## config.mk

```make
export PLATFORM = sky130hd
export DESIGN_NAME = fpa_ctrl
export DESIGN_NICKNAME = d
export VERILOG_FILES = /design/src/hdl/fpa_pkg.sv /design/src/hdl/fpa_ctrl.sv
export SDC_FILE = /design/constraint.sdc
export NUM_CORES = 1
export LEC_CHECK = 0
export BUFFER_PORTS_ARGS = -buffer_cell sky130_fd_sc_hd__buf_2
export CORE_AREA = 3 3 51 53
export DETAILED_ROUTE_END_ITERATION = 6
export DIE_AREA = 0 0 54 56
export HOLD_SLACK_MARGIN = 0.1
export MAX_ROUTING_LAYER = met4
export PLACE_DENSITY = 0.52
export SLEW_MARGIN = 40
export SYNTH_ARGS = -nofsm -noshare
export SYNTH_HDL_FRONTEND = slang
export SYNTH_SLANG_ARGS = --single-unit
```

## constraint.sdc

```tcl
create_clock -name i_clk -period 3 [get_ports i_clk]
set_input_delay 0 -clock i_clk [delete_from_list [all_inputs] [get_ports i_clk]]
set_output_delay 0 -clock i_clk [all_outputs]
set_load 0.05 [all_outputs]
```

## src/hdl/fpa_pkg.sv

```systemverilog
// ----------------------------------------------------------------------------
// fpa_pkg: shared types and constants of the page allocator
// Operation and status codes, controller states and the command/status
// bundles between the controller and the datapath.
// ----------------------------------------------------------------------------
package fpa_pkg;

    localparam int C_MAX_PAGES    = 4096;
    localparam int C_PAGE_SHIFT   = 12;
    localparam int C_ADDR_W       = 32;
    localparam int C_END_W        = 33;
    localparam int C_FREE_W       = 13;
    localparam int C_CFG_IDX_W    = 1;
    localparam int C_IN_TDATA_W   = 32;
    localparam int C_IN_TUSER_W   = 2;
    localparam int C_OUT_TDATA_W  = 48;
    localparam int C_OUT_TUSER_W  = 3;

    typedef enum logic [1:0] {
        MODE_INIT  = 2'd0,
        MODE_ALLOC = 2'd1,
        MODE_FREE  = 2'd2,
        MODE_TAKE  = 2'd3
    } t_mode;

    typedef enum logic [2:0] {
        ST_OK        = 3'd0,
        ST_EMPTY     = 3'd1,
        ST_NOT_FOUND = 3'd2,
        ST_ZERO      = 3'd3,
        ST_FULL      = 3'd4
    } t_status;

    typedef enum logic [C_CFG_IDX_W-1:0] {
        REG_PAGE_BASE  = 1'b0,
        REG_PAGE_LIMIT = 1'b1
    } t_cfg_reg;

    typedef enum logic [3:0] {
        S_IDLE,
        S_INIT,
        S_FILL,
        S_ALLOC,
        S_ALLOC_WB,
        S_FREE,
        S_TAKE,
        S_TAKE_RD,
        S_TAKE_CMP,
        S_SHIFT_RD,
        S_SHIFT_WR,
        S_POST
    } t_state;

    typedef enum logic [3:0] {
        OP_NONE,
        OP_LOAD,
        OP_INIT,
        OP_FILL,
        OP_POP_RD,
        OP_POP_LATCH,
        OP_PUSH,
        OP_SRCH_START,
        OP_SRCH_NEXT,
        OP_SHIFT_RD,
        OP_SHIFT_WR,
        OP_SHIFT_END
    } t_dp_op;

    typedef struct packed {
        t_dp_op  op;
        logic    set_st;
        t_status st;
        logic    post;
    } t_dp_cmd;

    typedef struct packed {
        logic cnt_zero;
        logic cnt_full;
        logic addr_zero;
        logic fill_more;
        logic hit;
        logic idx_zero;
        logic shift_more;
        logic out_busy;
    } t_dp_sts;

endpackage

```

## src/hdl/fpa_ctrl.sv

```systemverilog
// ----------------------------------------------------------------------------
// fpa_ctrl: page allocator sequencer
// Takes one word at a time, steps the datapath through fill, pop, push,
// search and close-up passes, then posts the result word.
// ----------------------------------------------------------------------------
module fpa_ctrl (
    input  logic            i_clk,
    input  logic            i_rst_n,
    input  logic            i_in_valid,
    input  fpa_pkg::t_mode  i_mode,
    input  fpa_pkg::t_dp_sts i_sts,
    output logic            o_in_ready,
    output fpa_pkg::t_dp_cmd o_cmd
);
    import fpa_pkg::*;

    t_state r_state;
    t_state n_state;

    always_ff @(posedge i_clk) begin
        if (!i_rst_n) begin
            r_state <= S_IDLE;
        end else begin
            r_state <= n_state;
        end
    end

    // next state
    always_comb begin
        n_state = r_state;
        case (r_state)
            S_IDLE: begin
                if (i_in_valid) begin
                    case (i_mode)
                        MODE_INIT:  n_state = S_INIT;
                        MODE_ALLOC: n_state = S_ALLOC;
                        MODE_FREE:  n_state = S_FREE;
                        MODE_TAKE:  n_state = S_TAKE;
                        default:    n_state = S_IDLE;
                    endcase
                end
            end
            S_INIT:     n_state = S_FILL;
            S_FILL:     n_state = i_sts.fill_more ? S_FILL : S_POST;
            S_ALLOC:    n_state = i_sts.cnt_zero ? S_POST : S_ALLOC_WB;
            S_ALLOC_WB: n_state = S_POST;
            S_FREE:     n_state = S_POST;
            S_TAKE:     n_state = i_sts.cnt_zero ? S_POST : S_TAKE_RD;
            S_TAKE_RD:  n_state = S_TAKE_CMP;
            S_TAKE_CMP: begin
                if (i_sts.hit) begin
                    n_state = S_SHIFT_RD;
                end else if (i_sts.idx_zero) begin
                    n_state = S_POST;
                end else begin
                    n_state = S_TAKE_RD;
                end
            end
            S_SHIFT_RD: n_state = i_sts.shift_more ? S_SHIFT_WR : S_POST;
            S_SHIFT_WR: n_state = S_SHIFT_RD;
            S_POST:     n_state = i_sts.out_busy ? S_POST : S_IDLE;
            default:    n_state = S_IDLE;
        endcase
    end

    // outputs
    always_comb begin
        o_in_ready  = 1'b0;
        o_cmd.op    = OP_NONE;
        o_cmd.set_st = 1'b0;
        o_cmd.st    = ST_OK;
        o_cmd.post  = 1'b0;
        case (r_state)
            S_IDLE: begin
                o_in_ready = 1'b1;
                if (i_in_valid) begin
                    o_cmd.op = OP_LOAD;
                end
            end
            S_INIT: o_cmd.op = OP_INIT;
            S_FILL: begin
                if (i_sts.fill_more) begin
                    o_cmd.op = OP_FILL;
                end
            end
            S_ALLOC: begin
                if (i_sts.cnt_zero) begin
                    o_cmd.set_st = 1'b1;
                    o_cmd.st     = ST_EMPTY;
                end else begin
                    o_cmd.op = OP_POP_RD;
                end
            end
            S_ALLOC_WB: o_cmd.op = OP_POP_LATCH;
            S_FREE: begin
                if (i_sts.addr_zero) begin
                    o_cmd.set_st = 1'b1;
                    o_cmd.st     = ST_ZERO;
                end else if (i_sts.cnt_full) begin
                    o_cmd.set_st = 1'b1;
                    o_cmd.st     = ST_FULL;
                end else begin
                    o_cmd.op = OP_PUSH;
                end
            end
            S_TAKE: begin
                if (i_sts.cnt_zero) begin
                    o_cmd.set_st = 1'b1;
                    o_cmd.st     = ST_NOT_FOUND;
                end else begin
                    o_cmd.op = OP_SRCH_START;
                end
            end
            S_TAKE_RD: o_cmd.op = OP_NONE;
            S_TAKE_CMP: begin
                if (!i_sts.hit) begin
                    if (i_sts.idx_zero) begin
                        o_cmd.set_st = 1'b1;
                        o_cmd.st     = ST_NOT_FOUND;
                    end else begin
                        o_cmd.op = OP_SRCH_NEXT;
                    end
                end
            end
            S_SHIFT_RD: o_cmd.op = i_sts.shift_more ? OP_SHIFT_RD : OP_SHIFT_END;
            S_SHIFT_WR: o_cmd.op = OP_SHIFT_WR;
            S_POST:     o_cmd.post = !i_sts.out_busy;
            default:    o_cmd.op = OP_NONE;
        endcase
    end

endmodule

```

==> flow_summary.ini <==
[power_and_ir_drop]
intPower_mw = 0.286
p_sw_frac = 0.618
seqPwrFrac = 0.230
clkPwrFrac = 0.089
pwr-share-comb = 0.681
ir_drop_mv = 0.373
leakage_nw = 0.279
p_sw_mw = 0.462
p_per_area_mw_per_mm2 = 1100

[clock_network]
postCtsResizedCells = 0
root_buffer = clkbuf_4
cts_buffer_depth = 2
cts_buffers = 3
cts.sinks = 4
cts.htree.levels = 1
post_cts_buffers = 0
clock_latency_ns = 0.24
clkTransAtPathRegs_ns = 0.04
cts_hold_buf = 1
cts_tree = built

[timing]
rsz0062_at_grt = no
max_freq_mhz = 535
finalHoldViolations = 0
skew_ns = 0.000369
max_slew_margin = 0.620
finalCritPeriodShare = 0.622
setup_viol = 0
period_minus_slack_ns = 1.87
tightest_slew_ns = 0.569
tns_ns = 0
slew_viol_final = 0

[routing]
wl_per_cell_microns = 12.2
drtAntennaViolNets = 0
wirelength_microns = 1600
drc = 0
viasPerCell = 5.17
firstDrtPassIters = 4
drtIter0Drc = 9
vias = 677

[setup_path]
critPathMaxFanout = 16
path_delay_family = flip-flops
end_kind = output port
rrSetupSlack_ns = 1.47
path_class = flip-flop to output port
r2r-end = r_state[2]
max_stage_delay_ns = 0.64
crit_path_start_kind = flip-flop
slowest_stage = dfxtp_1
worstRegToRegCells = 4
crit_required_ns = 3.00
crit_chain = nor2b_1, nand2_1, o311ai_1, buf_2
timing.rr.start = r_state[3]
cp_num_buf_inv = 1
crit_arrival_ns = 1.87

[cells_and_area]
largest_register_ffs = 4
reg_top3 = r_state (4)
drive_gt1_frac = 0.252
regMostFlops = r_state
nNetsFinal = 118
n_antenna_cell = 0
syn_to_final_growth_pct = 25.5
utilization = 0.309

[global_route]
grt.overflow.total = 0
grt_pass1_wl_microns = 2530
antenna_found_initial = 0
grt_max_degree = 19
track_usage = 0.113
grt_pass1_vias = 582

[logic_synthesis]
netlist_area_sq_um = 539
ys.warnings.count = 0
synth.top_cells.by_area = dfxtp_1 (15%), o21ai_0 (9.3%), nor2b_1 (7.0%)
synth.most_common_cell = o21ai_0
seq_area_frac_synth = 0.148
synthTopCellsByCount = o21ai_0 (10), a21oi_1 (7), nor2_1 (6), nor2b_1 (6)
synth_top_area_frac = 0.148
ys.flop_type = dfxtp_1
synth_top_area_cell = dfxtp_1
synth_edf_count = 0
ys_async_sr_fraction = 0
syn-num-nets = 97
synthCells = 84
yosys_register_bits = 4
avgSynthCellArea_sq_um = 6.42
synth.distinct_cells = 29

[floorplan]
fp-row-count = 17
io_pins = 23
start_util = 0.246
die-height_microns = 56
core_sq_mm = 0.00219
die_w_microns = 54
dieArea_sq_mm = 0.00302

[min_path]
hp-class = input pin to flip-flop
min_path_cells = 3
hold_end = r_state[2]
hp-start = i_sts[2]

[placed_design]
port_buffers = 22
hpwl_microns = 1220
gp_congestion = 0.787

[job]
maxCapViolations = 0

[outcome]
status = completed
## metrics by stage
| step | hold WS [ns] | setup WS [ns] | instance area, sq um | cells | power [mW] |
|---|---|---|---|---|---|
| finish | 0.108 | 1.13 | 677 | 131 | 0.748 |
| global route | 0.141 | 1.01 | 677 | 131 | 0.809 |
| CTS | 0.107 | 1.15 | 677 | 131 | 0.750 |
| detailed placement | 0.336 | 1.40 | 644 | 127 | 0.678 |
| global placement | 0.331 | 1.33 | 644 | 127 | 0.686 |
| floorplan | 0.178 | 0.468 | 539 | 84 | 0.589 |
## metal layers
metal / part of all wire / vias up / routed length (microns) / GRT usage
met1: 0.48 / 308 / 773 / 0.146
met4: 0.015 / 0 / 24 / 0.0534
met5: 0 / - / 0 / -
met3: 0.044 / 4 / 70 / 0.0241
li1: - / 348 / - / -
met2: 0.46 / 17 / 736 / 0.163
## cells in the final DEF (no fill, tap or decap), drive strengths merged, types with 3 or more instances in the layout
| cell | count |
|---|---|
| nand2b | 5 |
| nand3 | 4 |
| o21ai | 10 |
| clkbuf | 3 |
| nand2 | 6 |
| buf | 22 |
| inv | 3 |
| nor2 | 6 |
| a21oi | 7 |
| nor2b | 6 |
| dfxtp | 4 |
| nor3b | 3 |
| nor3 | 4 |
| a31oi | 4 |
## worst max-delay path by stage
stage	start	endpoint	slack, ns	depth (start not counted)
2_1_floorplan	r_state[2]	r_state[0]	0.47	5
3_3_place_gp	r_state[3]	o_cmd[6]	1.33	4
3_5_place_dp	r_state[3]	o_cmd[6]	1.40	4
4_1_cts	r_state[3]	o_cmd[6]	1.15	4
5_1_grt	r_state[3]	o_cmd[6]	1.01	4
6_report	r_state[3]	o_cmd[6]	1.13	4
## worst register-to-register path, delay by kind of cell, from the launching register on
| kind | cells | cell delay, ns |
|---|---|---|
| AO/OA/AOI/OAI | 2 | 0.31 |
| AND/OR/NAND/NOR | 2 | 0.51 |
| flip-flops | 1 | 0.64 |
## cells by family (layout without fill, tap and decap cells)
family	Yosys count	after routing	share of synthesized area
and+or+nand+nor	39	39	0.392
AOI/OAI and AO/OA	29	29	0.327
buffers and inverters	10	29	0.0951
DFF	4	4	0.148
muxes	2	2	0.0371
## cell type report
| type | instances | area [sq um] |
|---|---|---|
| Clock buffer | 3 | 22.5 |
| Fill cell | 263 | 1510 |
| Inverter | 3 | 11.3 |
| Multi-Input combinational cell | 70 | 408 |
| Sequential cell | 4 | 80.1 |
| Tap cell | 28 | 35.0 |
| Timing Repair Buffer | 23 | 120 |
## power groups by stage
stage | clock network [mW] | registers (mW) | logic, mW
finish | 0.0667 | 0.172 | 0.509
detailed placement | 0 | 0.169 | 0.509
CTS | 0.0684 | 0.169 | 0.513
global route | 0.0700 | 0.182 | 0.557
floorplan | 0 | 0.0938 | 0.495
global placement | 0 | 0.168 | 0.517
No activity file was read; power rests on OpenSTA's default activity.
